===== config.mk =====
export PLATFORM = sky130hd
export DESIGN_NAME = adc_capture_median
export DESIGN_NICKNAME = d
export VERILOG_FILES = /design/src/sv/adc_cm_pkg.sv /design/src/sv/adc_cm_sorter.sv /design/src/sv/adc_capture_median.sv
export SDC_FILE = /design/constraint.sdc
export NUM_CORES = 1
export LEC_CHECK = 0
export BUFFER_PORTS_ARGS = -buffer_cell sky130_fd_sc_hd__buf_4
export CAP_MARGIN = 20
export CORE_UTILIZATION = 62
export CTS_CLUSTER_DIAMETER = 30
export CTS_CLUSTER_SIZE = 10
export DETAILED_ROUTE_END_ITERATION = 12
export GPL_ROUTABILITY_DRIVEN = 0
export GPL_TIMING_DRIVEN = 0
export PLACE_DENSITY = 0.8
export SLEW_MARGIN = 10
export SYNTH_ARGS = -nofsm -noshare
export SYNTH_HDL_FRONTEND = slang
export SYNTH_HIERARCHICAL = 1
export SYNTH_SLANG_ARGS = --single-unit

===== constraint.sdc =====
create_clock -name clk_i -period 4.95 [get_ports clk_i]
set_input_delay 0.99 -clock clk_i [delete_from_list [all_inputs] [get_ports clk_i]]
set_output_delay 0.99 -clock clk_i [all_outputs]
set_load 0.005 [all_outputs]

===== src/sv/adc_cm_pkg.sv =====
`default_nettype none

package adc_cm_pkg;

  localparam int unsigned RAW_W    = 10;
  localparam int unsigned SAMPLE_W = 11;
  localparam int unsigned CAP_W    = 8;
  localparam int unsigned LEN_W    = 6;
  localparam int unsigned CFG_IDX_W = 2;
  localparam int unsigned CFG_DAT_W = 10;

  // configuration register indexes
  localparam logic [CFG_IDX_W-1:0] REG_ZERO_OFFSET    = 2'd0;
  localparam logic [CFG_IDX_W-1:0] REG_CAPTURE_LENGTH = 2'd1;

  typedef logic signed [SAMPLE_W-1:0] sample_t;
  typedef logic signed [CAP_W-1:0]    capture_t;

  // running extremes start from the largest and smallest reachable samples
  localparam sample_t MIN_RESET = 11'sd1023;
  localparam sample_t MAX_RESET = -11'sd1023;

  localparam logic [LEN_W-1:0] LEN_RESET = 6'd1;

  typedef struct packed {
    logic    start;
    logic    med_en;
    sample_t sample;
  } sort_req_t;

  typedef struct packed {
    logic    done;
    sample_t median;
  } sort_rsp_t;

endpackage

`default_nettype wire


===== src/sv/adc_cm_sorter.sv =====
`default_nettype none

module adc_cm_sorter #(
  parameter int unsigned DEPTH = 32,
  parameter int unsigned IDX_W = (DEPTH > 1) ? $clog2(DEPTH) : 1
) (
  input  wire                        clk_i,
  input  wire                        rst_ni,
  input  adc_cm_pkg::sort_req_t      req_i,
  input  wire  [IDX_W-1:0]           pos_i,
  input  wire  [IDX_W-1:0]           med_idx_i,
  output adc_cm_pkg::sort_rsp_t      rsp_o
);
  import adc_cm_pkg::*;

  typedef enum logic [2:0] {
    S_IDLE,
    S_CMP,
    S_HEAD,
    S_MRD,
    S_MDAT
  } state_e;

  state_e            state_q, state_d;
  logic [IDX_W-1:0]  k_q, k_d;
  sample_t           v_q, v_d;
  logic              med_en_q, med_en_d;
  logic [IDX_W-1:0]  med_idx_q, med_idx_d;
  logic              done_q, done_d;
  sample_t           median_q, median_d;

  // window kept in descending order, one port each way
  sample_t           mem [DEPTH];
  sample_t           rdata_q;
  logic              we, re;
  logic [IDX_W-1:0]  waddr, raddr;
  sample_t           wdata;

  always_comb begin
    state_d   = state_q;
    k_d       = k_q;
    v_d       = v_q;
    med_en_d  = med_en_q;
    med_idx_d = med_idx_q;
    done_d    = 1'b0;
    median_d  = median_q;
    we        = 1'b0;
    waddr     = k_q;
    wdata     = v_q;
    re        = 1'b0;
    raddr     = k_q;

    unique case (state_q)
      S_IDLE: begin
        if (req_i.start) begin
          v_d       = req_i.sample;
          med_en_d  = req_i.med_en;
          med_idx_d = med_idx_i;
          k_d       = pos_i;
          if (pos_i == '0) begin
            we    = 1'b1;
            waddr = '0;
            wdata = req_i.sample;
            if (req_i.med_en) begin
              state_d = S_MRD;
            end else begin
              done_d   = 1'b1;
              median_d = '0;
            end
          end else begin
            re      = 1'b1;
            raddr   = pos_i - IDX_W'(1);
            state_d = S_CMP;
          end
        end
      end
      S_CMP: begin
        we    = 1'b1;
        waddr = k_q;
        // rdata_q holds entry k-1
        if (rdata_q < v_q) begin
          wdata = rdata_q;
          if (k_q == IDX_W'(1)) begin
            state_d = S_HEAD;
          end else begin
            re    = 1'b1;
            raddr = k_q - IDX_W'(2);
            k_d   = k_q - IDX_W'(1);
          end
        end else begin
          wdata = v_q;
          if (med_en_q) begin
            state_d = S_MRD;
          end else begin
            done_d   = 1'b1;
            median_d = '0;
            state_d  = S_IDLE;
          end
        end
      end
      S_HEAD: begin
        we    = 1'b1;
        waddr = '0;
        wdata = v_q;
        if (med_en_q) begin
          state_d = S_MRD;
        end else begin
          done_d   = 1'b1;
          median_d = '0;
          state_d  = S_IDLE;
        end
      end
      S_MRD: begin
        re      = 1'b1;
        raddr   = med_idx_q;
        state_d = S_MDAT;
      end
      S_MDAT: begin
        done_d   = 1'b1;
        median_d = rdata_q;
        state_d  = S_IDLE;
      end
      default: state_d = S_IDLE;
    endcase
  end

  always_ff @(posedge clk_i or negedge rst_ni) begin
    if (!rst_ni) begin
      state_q   <= S_IDLE;
      k_q       <= '0;
      v_q       <= '0;
      med_en_q  <= 1'b0;
      med_idx_q <= '0;
      done_q    <= 1'b0;
      median_q  <= '0;
    end else begin
      state_q   <= state_d;
      k_q       <= k_d;
      v_q       <= v_d;
      med_en_q  <= med_en_d;
      med_idx_q <= med_idx_d;
      done_q    <= done_d;
      median_q  <= median_d;
    end
  end

  always_ff @(posedge clk_i) begin
    if (we) begin
      mem[waddr] <= wdata;
    end
    if (re) begin
      rdata_q <= mem[raddr];
    end
  end

  assign rsp_o.done   = done_q;
  assign rsp_o.median = median_q;

endmodule

`default_nettype wire


===== src/sv/adc_capture_median.sv =====
// Single-channel ADC capture with windowed median. Each raw conversion has
// zero_offset subtracted; the result carries the offset sample, that sample
// divided by four toward zero and clipped to a signed byte, and the running
// minimum and maximum since reset. The sample that fills a window of
// capture_length entries (0 acts as 1, values above WINDOW_DEPTH act as
// WINDOW_DEPTH) is flagged last and carries the median, the entry at index
// n/2 of the window sorted descending; median reads 0 on other items.
// One item at a time. A sample at position p of the window (0 .. WINDOW_DEPTH-1)
// is inserted into the sorted window memory by moving past m held entries
// (0 .. p), one entry moved per cycle through its single read and write port;
// the item that closes the window then also reads the median entry. The next
// request can be taken in the same cycle as the result appears. A finished
// result waits in the output register while the next sample is taken. The
// user must write registers on the cfg channel only at a time the block is
// idle; the block itself does not enforce it. cfg_ready_o is always high.

`default_nettype none

module adc_capture_median #(
  parameter int unsigned WINDOW_DEPTH = 32
) (
  input  wire                                       clk_i,
  input  wire                                       rst_ni,
  input  wire                                       cfg_valid_i,
  output logic                                      cfg_ready_o,
  input  wire  [adc_cm_pkg::CFG_IDX_W-1:0]          cfg_index_i,
  input  wire  [adc_cm_pkg::CFG_DAT_W-1:0]          cfg_data_i,
  input  wire                                       in_valid_i,
  output logic                                      in_stall_o,
  input  wire  [adc_cm_pkg::RAW_W-1:0]              raw_sample_i,
  output logic                                      out_valid_o,
  input  wire                                       out_stall_i,
  output logic signed [adc_cm_pkg::SAMPLE_W-1:0]    offset_sample_o,
  output logic signed [adc_cm_pkg::CAP_W-1:0]       capture_value_o,
  output logic                                      last_o,
  output logic signed [adc_cm_pkg::SAMPLE_W-1:0]    median_o,
  output logic signed [adc_cm_pkg::SAMPLE_W-1:0]    running_min_o,
  output logic signed [adc_cm_pkg::SAMPLE_W-1:0]    running_max_o
);
  import adc_cm_pkg::*;

  localparam int unsigned IDX_W = (WINDOW_DEPTH > 1) ? $clog2(WINDOW_DEPTH) : 1;
  localparam int unsigned CNT_W = $clog2(WINDOW_DEPTH + 1);
  localparam int unsigned CW    = (CNT_W > LEN_W) ? CNT_W : LEN_W;

  typedef enum logic [1:0] {
    T_IDLE,
    T_SORT,
    T_HOLD
  } state_e;

  state_e              state_q, state_d;
  logic [RAW_W-1:0]    zero_off_q, zero_off_d;
  logic [LEN_W-1:0]    cap_len_q, cap_len_d;
  logic [CNT_W-1:0]    fill_q, fill_d;
  sample_t             min_q, min_d, max_q, max_d;

  sort_req_t           req_q, req_d;
  logic [IDX_W-1:0]    pos_q, pos_d, med_idx_q, med_idx_d;
  sort_rsp_t           rsp;

  // result parked while the sort runs
  sample_t             p_off_q, p_off_d;
  capture_t            p_cap_q, p_cap_d;
  logic                p_last_q, p_last_d;
  sample_t             p_med_q, p_med_d;
  sample_t             p_min_q, p_min_d, p_max_q, p_max_d;

  logic                out_valid_q, out_valid_d;
  sample_t             o_off_q, o_off_d;
  capture_t            o_cap_q, o_cap_d;
  logic                o_last_q, o_last_d;
  sample_t             o_med_q, o_med_d;
  sample_t             o_min_q, o_min_d, o_max_q, o_max_d;

  logic                in_acc, out_free;
  sample_t             v_c, v_adj, q_full;
  capture_t            cap_c;
  logic [IDX_W-1:0]    pos_c, med_idx_c;
  logic [CNT_W-1:0]    held_c, held_half;
  logic [CW-1:0]       len_ext, eff_c;
  logic                last_c;

  assign cfg_ready_o = 1'b1;
  assign in_stall_o  = (state_q != T_IDLE);
  assign in_acc      = in_valid_i && !in_stall_o;
  assign out_free    = !out_valid_q || !out_stall_i;

  always_comb begin
    v_c   = $signed({1'b0, raw_sample_i}) - $signed({1'b0, zero_off_q});
    // bias negatives so the shift rounds toward zero
    v_adj = v_c[SAMPLE_W-1] ? (v_c + 11'sd3) : v_c;
    q_full = v_adj >>> 2;
    if (q_full > 11'sd127) begin
      cap_c = 8'sd127;
    end else if (q_full < -11'sd128) begin
      cap_c = -8'sd128;
    end else begin
      cap_c = q_full[CAP_W-1:0];
    end

    if (fill_q >= CNT_W'(WINDOW_DEPTH - 1)) begin
      pos_c = IDX_W'(WINDOW_DEPTH - 1);
    end else begin
      pos_c = fill_q[IDX_W-1:0];
    end
    held_c    = CNT_W'(pos_c) + CNT_W'(1);
    held_half = held_c >> 1;
    med_idx_c = held_half[IDX_W-1:0];

    len_ext = CW'(cap_len_q);
    if (cap_len_q == '0) begin
      eff_c = CW'(1);
    end else if (len_ext > CW'(WINDOW_DEPTH)) begin
      eff_c = CW'(WINDOW_DEPTH);
    end else begin
      eff_c = len_ext;
    end
    last_c = (CW'(held_c) >= eff_c);
  end

  always_comb begin
    state_d     = state_q;
    zero_off_d  = zero_off_q;
    cap_len_d   = cap_len_q;
    fill_d      = fill_q;
    min_d       = min_q;
    max_d       = max_q;
    req_d       = req_q;
    req_d.start = 1'b0;
    pos_d       = pos_q;
    med_idx_d   = med_idx_q;
    p_off_d     = p_off_q;
    p_cap_d     = p_cap_q;
    p_last_d    = p_last_q;
    p_med_d     = p_med_q;
    p_min_d     = p_min_q;
    p_max_d     = p_max_q;
    out_valid_d = out_valid_q && out_stall_i;
    o_off_d     = o_off_q;
    o_cap_d     = o_cap_q;
    o_last_d    = o_last_q;
    o_med_d     = o_med_q;
    o_min_d     = o_min_q;
    o_max_d     = o_max_q;

    if (cfg_valid_i) begin
      unique case (cfg_index_i)
        REG_ZERO_OFFSET:    zero_off_d = cfg_data_i[RAW_W-1:0];
        REG_CAPTURE_LENGTH: cap_len_d  = cfg_data_i[LEN_W-1:0];
        default: ;
      endcase
    end

    unique case (state_q)
      T_IDLE: begin
        if (in_acc) begin
          min_d        = (v_c < min_q) ? v_c : min_q;
          max_d        = (v_c > max_q) ? v_c : max_q;
          fill_d       = last_c ? '0 : held_c;
          req_d.start  = 1'b1;
          req_d.med_en = last_c;
          req_d.sample = v_c;
          pos_d        = pos_c;
          med_idx_d    = med_idx_c;
          p_off_d      = v_c;
          p_cap_d      = cap_c;
          p_last_d     = last_c;
          p_min_d      = (v_c < min_q) ? v_c : min_q;
          p_max_d      = (v_c > max_q) ? v_c : max_q;
          state_d      = T_SORT;
        end
      end
      T_SORT: begin
        if (rsp.done) begin
          p_med_d = rsp.median;
          if (out_free) begin
            out_valid_d = 1'b1;
            o_off_d     = p_off_q;
            o_cap_d     = p_cap_q;
            o_last_d    = p_last_q;
            o_med_d     = rsp.median;
            o_min_d     = p_min_q;
            o_max_d     = p_max_q;
            state_d     = T_IDLE;
          end else begin
            state_d = T_HOLD;
          end
        end
      end
      T_HOLD: begin
        if (out_free) begin
          out_valid_d = 1'b1;
          o_off_d     = p_off_q;
          o_cap_d     = p_cap_q;
          o_last_d    = p_last_q;
          o_med_d     = p_med_q;
          o_min_d     = p_min_q;
          o_max_d     = p_max_q;
          state_d     = T_IDLE;
        end
      end
      default: state_d = T_IDLE;
    endcase
  end

  always_ff @(posedge clk_i or negedge rst_ni) begin
    if (!rst_ni) begin
      state_q     <= T_IDLE;
      zero_off_q  <= '0;
      cap_len_q   <= LEN_RESET;
      fill_q      <= '0;
      min_q       <= MIN_RESET;
      max_q       <= MAX_RESET;
      req_q       <= '0;
      pos_q       <= '0;
      med_idx_q   <= '0;
      p_off_q     <= '0;
      p_cap_q     <= '0;
      p_last_q    <= 1'b0;
      p_med_q     <= '0;
      p_min_q     <= '0;
      p_max_q     <= '0;
      out_valid_q <= 1'b0;
      o_off_q     <= '0;
      o_cap_q     <= '0;
      o_last_q    <= 1'b0;
      o_med_q     <= '0;
      o_min_q     <= '0;
      o_max_q     <= '0;
    end else begin
      state_q     <= state_d;
      zero_off_q  <= zero_off_d;
      cap_len_q   <= cap_len_d;
      fill_q      <= fill_d;
      min_q       <= min_d;
      max_q       <= max_d;
      req_q       <= req_d;
      pos_q       <= pos_d;
      med_idx_q   <= med_idx_d;
      p_off_q     <= p_off_d;
      p_cap_q     <= p_cap_d;
      p_last_q    <= p_last_d;
      p_med_q     <= p_med_d;
      p_min_q     <= p_min_d;
      p_max_q     <= p_max_d;
      out_valid_q <= out_valid_d;
      o_off_q     <= o_off_d;
      o_cap_q     <= o_cap_d;
      o_last_q    <= o_last_d;
      o_med_q     <= o_med_d;
      o_min_q     <= o_min_d;
      o_max_q     <= o_max_d;
    end
  end

  adc_cm_sorter #(
    .DEPTH (WINDOW_DEPTH),
    .IDX_W (IDX_W)
  ) u_sorter (
    .clk_i     (clk_i),
    .rst_ni    (rst_ni),
    .req_i     (req_q),
    .pos_i     (pos_q),
    .med_idx_i (med_idx_q),
    .rsp_o     (rsp)
  );

  assign out_valid_o     = out_valid_q;
  assign offset_sample_o = o_off_q;
  assign capture_value_o = o_cap_q;
  assign last_o          = o_last_q;
  assign median_o        = o_med_q;
  assign running_min_o   = o_min_q;
  assign running_max_o   = o_max_q;

  // an accepted request keeps the block busy on the next cycle
  a_busy_after_accept: assert property (@(posedge clk_i) disable iff (!rst_ni)
    in_acc |=> in_stall_o)
    else $error("input taken while a request was still in flight");

  // the sorter only finishes while a request is being sorted
  a_done_in_sort: assert property (@(posedge clk_i) disable iff (!rst_ni)
    rsp.done |-> (state_q == T_SORT))
    else $error("sort finished with no request pending");

  // median field is zero on items that do not close a window
  a_median_zero: assert property (@(posedge clk_i) disable iff (!rst_ni)
    (out_valid_o && !last_o) |-> (median_o == '0))
    else $error("median set on an item that is not last");

  // extremes bracket every delivered sample
  a_min_max_order: assert property (@(posedge clk_i) disable iff (!rst_ni)
    out_valid_o |-> ((running_min_o <= offset_sample_o)
                     && (offset_sample_o <= running_max_o)))
    else $error("running extremes do not bracket the sample");

endmodule

`default_nettype wire

# == Word level (Yosys, flattened, before mapping) ==
# Memories as Yosys holds them, arrays and structs flattened. A register that Yosys moved wholly into a read port is not among the register bits.
# Cells that the tools add are included.
# op_classes
mul,0
addsub,6
bitwise_logic,0
n_div,0
order_cmp,8
mux,83
n_eq_ne,20
reduce_logical,27
shift,0
# op_table
cell,n
11-bit two-way mux,20
11-bit one-hot mux with 2 select lines,5
5-bit two-way mux,10
11-bit one-hot mux with 4 select lines,1
8-bit two-way mux,4
13-bit two-way mux,2
11-bit less-than comparator,2
5-bit one-hot mux with 2 select lines,2
6-bit two-way mux,3
1-bit two-way mux,17
8-bit one-hot mux with 2 select lines,1
3-bit two-way mux,5
5-bit one-hot mux with 3 select lines,1
"2-bit inequality test, second input constant",7
3-bit one-hot mux with 4 select lines,1
2-bit AND reduction,6
"11-bit by 3-bit adder with 11-bit output, second input constant",1
11-bit > comparator,1
10-bit by 10-bit subtractor with 11-bit output,1
2-bit two-way mux,5
"5-bit by 1-bit subtractor with 5-bit output, second input constant",2
"9-bit by 8-bit > comparator with 1-bit output, second input constant",1
"9-bit by 8-bit less-than comparator with 1-bit output, second input constant",1
4-bit AND reduction,2
29 further kinds,43
# totals
ramBits,352
regBits,201
wordCells,174
n_memories,1
mem_bits_ro,0
latch_bits,0
# memory_table
name,words,word_bits,read_ports,rd_clocked_by_memory_dff,write_ports,line_no,source
u_sorter.mem,32,11,1,1,1,adc_cm_sorter.sv:33,sample_t mem [DEPTH];

# == Logic depth before layout (Yosys ltp) ==
# Gate-level depths: netlist of run 1.
# logic_depth
depth_word,6
ltp_mapped,18
depth_no_buf,17

# == By module ==
# The synthesis of run 1 kept the hierarchy.
# modules_own_cells
module,area_each_um2,cells_each,n_inst
adc_cm_sorter,16972.5,1064,1
adc_capture_median,7544.7,704,1

# == Least setup slack after synthesis of run 1 ==
# OpenSTA, ideal clock, no wires.
# synth_path
kind,in2reg
startpoint,input raw_sample_i[0] in the netlist's numbering
endpoint,register max_q[9]
setup_slack_ps,515
setup_time_ps,125
required_ps,4825
arrival_time_ps,4310
cell_stages,18
cell_sequence,inv_1 -> ha_1 -> inv_1 -> fa_1 -> a211oi_1 -> or3_4 -> nand3b_1 -> xnor2_1 -> inv_2 -> ha_1 -> and4_1 -> a41oi_1 -> a21oi_1 -> a41o_1 -> or2_1 -> clkbuf_1 -> buf_4 -> mux2_4
# synth_via
elab_chain_cells,3
# synth_rtl
item,line_no,source
from (decl),adc_capture_median.sv:30,"input wire [adc_cm_pkg::RAW_W-1:0] raw_sample_i,"
10-bit by 10-bit subtractor with 11-bit output,adc_capture_median.sv:90,"v_c = $signed({1'b0, raw_sample_i}) - $signed({1'b0, zero_off_q});"
via v_c[6],adc_capture_median.sv:77,"sample_t v_c, v_adj, q_full;"
11-bit > comparator,adc_capture_median.sv:159,max_d = (v_c > max_q) ? v_c : max_q;
11-bit two-way mux,-,
to (signal assigned),adc_capture_median.sv:237,max_q <= max_d;
to (decl),adc_capture_median.sv:56,"sample_t min_q, min_d, max_q, max_d;"
# The timed path passes the listed nets, and every way through them passes these cells.
# A chain may end at the register's enable or synchronous reset.

# == Worst setup path in the final report of run 1 ==
# layout_path
startpoint,register u_sorter.k_q[1]
endpoint,"register u_sorter.rdata_q[6], read port of u_sorter.mem (data pin)"
# layout_via
elab_chain_cells,4
word_cells_on_any_way,10
cone_classes,1 x add/sub; 1 x eq/ne; 8 x mux
# layout_rtl
item,line_no,source
from (decl),adc_cm_sorter.sv:25,"logic [IDX_W-1:0] k_q, k_d;"
from (signal assigned),adc_cm_sorter.sv:138,k_q <= k_d;
5-bit by 2-bit subtractor with 5-bit output / 5-bit by 1-bit equality test with 1-bit output (equally long branches),"adc_cm_sorter.sv:87, adc_cm_sorter.sv:83",
5-bit two-way mux / 1-bit two-way mux (equally long branches),adc_cm_sorter.sv:83,if (k_q == IDX_W'(1)) begin
5-bit two-way mux / 1-bit two-way mux (equally long branches),adc_cm_sorter.sv:81,if (rdata_q < v_q) begin
5-bit one-hot mux with 3 select lines / 1-bit one-hot mux with 3 select lines (equally long branches),adc_cm_sorter.sv:53,unique case (state_q)
to (decl),adc_cm_sorter.sv:34,sample_t rdata_q;
# Several ways; a longest one is shown, not always the timed one.

==> results of run 1 <==
stage by stage:
step	std cells	worst slack [ns]	utilization	hold WS (ns)	setup TNS (ns)
after floorplan	1768	0.5148	-	0.4370	0
after global placement	2367	-0.2411	0.6638	0.4448	-1.680
after detailed placement	2372	-0.2665	0.6678	0.4490	-2.812
after CTS	2549	0.3851	0.7504	0.3455	0
after global routing	2564	0.06698	0.7556	0.3749	0
final	2564	0.2470	0.7556	0.3350	0
kinds of logic after synthesis:
family                     Yosys count  share of synthesized area
AOI/OAI and AO/OA                  341                     0.1010
xor gates and xnor gates            13                   0.006022
adders and majority gates           57                    0.02940
buffers and inverters              168                    0.03133
DFF                                554                     0.6402
muxes                              266                     0.1233
other                                1                  0.0001530
and+or+nand+nor                    368                    0.06859
worst paths after layout:
kind / startpoint / end / slack [ns] / cells after the start
setup / recovery: u_sorter/k_q[1] / u_sorter/rdata_q[6] / 0.25 / 11
min in group clk_i: min_q[1] / min_q[1] / 0.46 / 2
hold / removal: rst_ni / running_max_o[0] / 0.33 / 1
setup reg to reg: u_sorter/k_q[1] / u_sorter/rdata_q[6] / 0.25 / 11
hold reg to reg: min_q[1] / min_q[1] / 0.46 / 2
max in group asynchronous: rst_ni / offset_sample_o[9] / 3.65 / 2
metal layers:
metal / GRT usage / up-vias / share of wire
li1: - / 7136 / -
met1: 0.4266 / 8166 / 0.40
met2: 0.4805 / 874 / 0.47
met3: 0.06039 / 176 / 0.094
met4: 0.1230 / 0 / 0.035
met5: 0 / - / 0
Yosys cell counts, types with 4 or more instances:
cell type	number
a211oi_1	27
a211oi_2	11
a21o_1	13
a21oi_1	54
a221oi_1	24
a222oi_1	9
a22o_1	11
a22oi_1	4
a31oi_1	5
and3_1	4
buf_2	17
buf_4	13
buf_6	6
clkbuf_1	49
dfrtp_1	178
dfstp_2	13
edfxtp_1	363
ha_1	56
inv_1	76
mux2_2	64
mux2i_1	179
mux4_2	22
nand2_1	175
nand2b_1	9
nand3_1	26
nand3b_1	4
nand4_1	7
nor2_1	78
nor2b_1	19
nor3_1	13
o211ai_1	5
o21a_1	6
o21ai_0	87
o21ai_1	4
o221ai_1	24
o22ai_1	6
o311ai_0	9
or2_2	5
xnor2_1	6
xor2_1	4
final cells by class:
type | instances | area, sq um | share of cell area
plain buffers | 90 | 475.5 | 0.01621
clock buffers | 114 | 2574 | 0.08772
clock inverters | 63 | 630.6 | 0.02149
inverters | 78 | 292.8 | 0.009979
multi-input cells | 1046 | 8064 | 0.2749
flip-flops and latches | 554 | 15700 | 0.5350
well taps | 518 | 648.1 | 0.02209
repair buffers | 101 | 958.4 | 0.03267
==> qor.txt, run 1 <==
chip height -> 200.9 um
Syn Area/Cell -> 13.87 sq um
initial DRC count -> 1774
clk sink count -> 554
DRC -> 0
post-synth cell types -> 98
PortBufs -> 81
Yosys top cell area share -> 0.4446
die area -> 40340 sq um
CP endpoint kind -> flop
Arr. time, crit path -> 5.04 ns
prevailing post-synth register cell -> edfxtp_1
DRT Wirelength -> 61330 um
Reg clk slew, reported paths -> 0.05 ns
Num CTS Buffers -> 96
Syn Nets -> 1852
pin count of the biggest net entering global routing -> 118
final setup violation count -> 0
area grow syn2layout -> 19.67%
#FFs+latches synth -> 554
Mapped Cells -> 1768
status -> finished, final reports clean
total congestion overflow -> 0
CTS Buffer Depth -> 3
Core Area -> 38830 sq um
commonest non-fill, non-tap cell in the layout -> edfxtp_1
max FFs per register -> 352
Synth warnings -> 6
crit path buf inv count -> 2
critical path cell sequence -> inv_1 -> ha_1 -> nor4b_1 -> o41ai_1 -> a311oi_1 -> o21ai_1 -> nand2_1 -> buf_2 -> mux4_2 -> a211oi_1 -> a211oi_2
crit-path leading delay family -> compound AO/OA/AOI/OAI gates
RSZ-0062 raised after global routing -> false
Max stage delay cell, worst path -> nor4b_1
# fillers -> 2251
register area share after synthesis -> 0.6402
CP max stage delay -> 0.79 ns
post_cts resized -> 0
Least-Margin Pin Slew -> 1.085 ns
worst skew pair latency -> 0.63 ns
ANT cells -> 0
placed cell area -> 25930 sq um
first-pass GRT wire length -> 93580 um
worst-path fanout max -> 10
asr flop ratio synth -> 0.3448
htree depth -> 3
Fmax achieved -> 212.6 MHz
largest register by flop count -> u_sorter/mem
min Tclk post-route -> 4.703 ns
Worst Hold Class -> input pin to asynchronous set/reset pin
nets -> 2051
Die Span X -> 200.9 um
Setup crit start kind -> flop
Initial Util -> 0.6314
Worst Path Class, Setup -> flop to flop
Fin. Hold Viols -> 0
post-DR wirelength/cell -> 23.92 um
Setup Skew -> 0.02320 ns
synthesized cell area -> 24520 sq um
DR pass1 iterations -> 8
DRT antenna net count -> 0
HPWL Detailed -> 38250 um
I/O pin total -> 83
vias in the first global route -> 16230
Slew Viols, Final -> 0
post-CTS setup buffers -> 0
final worst path period share -> 0.9501
Placement Rows -> 72
via count -> 16350
gr usage total -> 0.3069
Clock Tree Root -> clkbuf_16
top cells by area, synth -> edfxtp_1 (44%), dfrtp_1 (18%), mux2i_1 (7.3%)
vias per cell -> 6.378
leading area contributor after synthesis -> edfxtp_1
share of cells above drive strength 1 -> 0.2146
Final Cell Area -> 29340 sq um
hold-fix buffers at CTS -> 0
Post-synth EDFFs -> 363
maxcap violations -> 0
TritonCTS clock tree -> built
most frequent cells in the layout -> edfxtp_1 (363), mux2i_1 (179), dfrtp_1 (178)
Worst slew margin -> 0.2742
CP required -> 5.28 ns
initial antenna violation count -> 1
Power of run 1 is left out: the tool's default activity adds up to more than one toggle a clock period on the data nets, which glitch-free logic cannot reach.
==> inputs of run 2 (changes only) <==
--- a/config.mk
+++ b/config.mk
@@ -13,7 +13,7 @@
 export DETAILED_ROUTE_END_ITERATION = 12
 export GPL_ROUTABILITY_DRIVEN = 0
 export GPL_TIMING_DRIVEN = 0
-export PLACE_DENSITY = 0.8
+export PLACE_DENSITY = 0.79
 export SLEW_MARGIN = 10
 export SYNTH_ARGS = -nofsm -noshare
 export SYNTH_HDL_FRONTEND = slang
==> run 2 against run 1 <==
Register-to-register slack better by 0.07 ns. Hold slack got worse by 0.0047 ns. Clock skew increased by 0.015 ns. First-iteration DRC count is 29% higher. Global-route usage up 1.3 points. Sequential share of layout area down 0.63 points. Critical path depth increased by 2. Count of clock-buffer cells in the layout grew 11. Final area grew 1.2%. Critical endpoint unchanged.
==> qor.txt, run 2 (synthesis gave the netlist of run 1 again) <==
initial antenna violation count -> 0
vias in the first global route -> 16800
min Tclk post-route -> 4.628 ns
Num CTS Buffers -> 101
final setup violation count -> 0
nets -> 2052
I/O pin total -> 83
worst skew pair latency -> 0.63 ns
pin count of the biggest net entering global routing -> 117
post-CTS setup buffers -> 0
Slew Viols, Final -> 0
gr usage total -> 0.3196
placed cells -> 2372
DRT Wirelength -> 64360 um
Core Area -> 38830 sq um
largest register by flop count -> u_sorter/mem
area grow syn2layout -> 21.09%
CP required -> 5.27 ns
Die Span X -> 200.9 um
share of cells above drive strength 1 -> 0.2189
Worst slew margin -> 0.2565
worst reg2reg endpoint -> u_sorter/rdata_q[6]
chip height -> 200.9 um
Reg2Reg Depth -> 13
status -> finished, final reports clean
# fillers -> 2198
Worst Path Class, Setup -> flop to flop
RSZ-0062 raised after global routing -> false
Clock Tree Root -> clkbuf_16
CTS Buffer Depth -> 3
htree depth -> 3
Arr. time, crit path -> 4.95 ns
die area -> 40340 sq um
hold-fix buffers at CTS -> 0
most frequent cells in the layout -> edfxtp_1 (363), mux2i_1 (179), dfrtp_1 (178)
Initial Util -> 0.6314
total congestion overflow -> 0
Setup Skew -> 0.03836 ns
HPWL Detailed -> 39530 um
worst-path fanout max -> 10
CP endpoint kind -> flop
ANT cells -> 0
first-pass GRT wire length -> 97790 um
Final Cell Area -> 29690 sq um
flop2flop setup slack -> 0.32 ns
Least-Margin Pin Slew -> 1.111 ns
DR pass1 iterations -> 9
TNS Setup -> 0 ns
final worst path period share -> 0.9350
DRT antenna net count -> 0
Placement Rows -> 72
Post-Layout Cell Count -> 2574
Crit Reg-Reg Startpoint -> u_sorter/k_q[1]
Worst Hold Class -> input pin to asynchronous set/reset pin
post-DR wirelength/cell -> 25.00 um
Setup crit start kind -> flop
clk sink count -> 554
Fin. Hold Viols -> 0
DRC -> 0
TritonCTS clock tree -> built
max FFs per register -> 352
maxcap violations -> 0
Reg clk slew, reported paths -> 0.05 ns
placed cell area -> 25930 sq um
Fmax achieved -> 216.1 MHz
fin util -> 0.7646
commonest non-fill, non-tap cell in the layout -> edfxtp_1
PortBufs -> 81
vias per cell -> 6.466
initial DRC count -> 2288
via count -> 16640
[run 2: cell types whose count changed in the layout (fill, tap and decap cells not counted), moves of 2 or more]
cell | before | now
bufinv_16 | 7 | 15
clkinvlp_4 | 13 | 5
clkbuf_16 | 99 | 104
clkbuf_1 | 60 | 63
clkbuf_8 | 4 | 7
clkinv_4 | 5 | 8
buf_4 | 101 | 99
inv_16 | 2 | 0
[run 2: metrics by stage]
| step | worst slack (ns) | hold WS [ns] |
|---|---|---|
| floorplan | 0.5148 | 0.4370 |
| global placement | -0.1695 | 0.4450 |
| detailed placement | -0.2396 | 0.4482 |
| CTS | 0.4049 | 0.3497 |
| global route | 0.1001 | 0.3736 |
| finish | 0.3218 | 0.3303 |
[run 2: final cells by class]
type | instances | area, sq um | share of cell area
tap | 518 | 648.1 | 0.02183
clock inverter | 66 | 838.3 | 0.02824
clock buffer | 125 | 2751 | 0.09268
inverter | 78 | 292.8 | 0.009862
sequential | 554 | 15700 | 0.5287
buffer | 90 | 475.5 | 0.01601
timing repair buffer | 97 | 910.9 | 0.03068
multi-input combinational | 1046 | 8075 | 0.2720
[run 2: critical path: stages, from the launching register on]
cell and delay, ns:
dfrtp_1 0.45, inv_1 0.31, ha_1 0.26, or4b_1 0.44, clkbuf_1 0.20, nand2_1 0.11
a2111oi_0 0.07, a311oi_1 0.31, o21ai_1 0.20, nand2_1 0.35, buf_2 0.46, mux4_2 0.41
a211oi_1 0.60, a211oi_2 0.17
[run 2: per-layer routing]
metal | vias up | wire length [um] | GRT usage
li1 | 7129 | - | -
met1 | 8292 | 25180 | 0.4431
met2 | 1025 | 30210 | 0.5033
met3 | 197 | 6703 | 0.06201
met4 | 0 | 2261 | 0.1262
met5 | - | 0 | 0
[run 2: worst max path at each step]
| stage | startpoint | depth (start not counted) | end | slack [ns] |
|---|---|---|---|---|
| 2_1_floorplan | raw_sample_i[0] | 18 | max_q[9] | 0.51 |
| 3_5_place_dp | raw_sample_i[0] | 19 | max_q[9] | -0.24 |
| 5_1_grt | raw_sample_i[0] | 17 | min_q[10] | 0.10 |
| 4_1_cts | raw_sample_i[0] | 19 | max_q[9] | 0.40 |
| 3_3_place_gp | raw_sample_i[0] | 19 | max_q[9] | -0.17 |
| 6_report | u_sorter/k_q[1] | 13 | u_sorter/rdata_q[6] | 0.32 |
[run 2: timing repair]
action / in CTS / in global routing
endpoints found under the hold margin: 0 / 0
gates resized for setup: 0 / 1
setup endpoints to repair: 0 / 1
Power of run 2 is left out for the same reason.
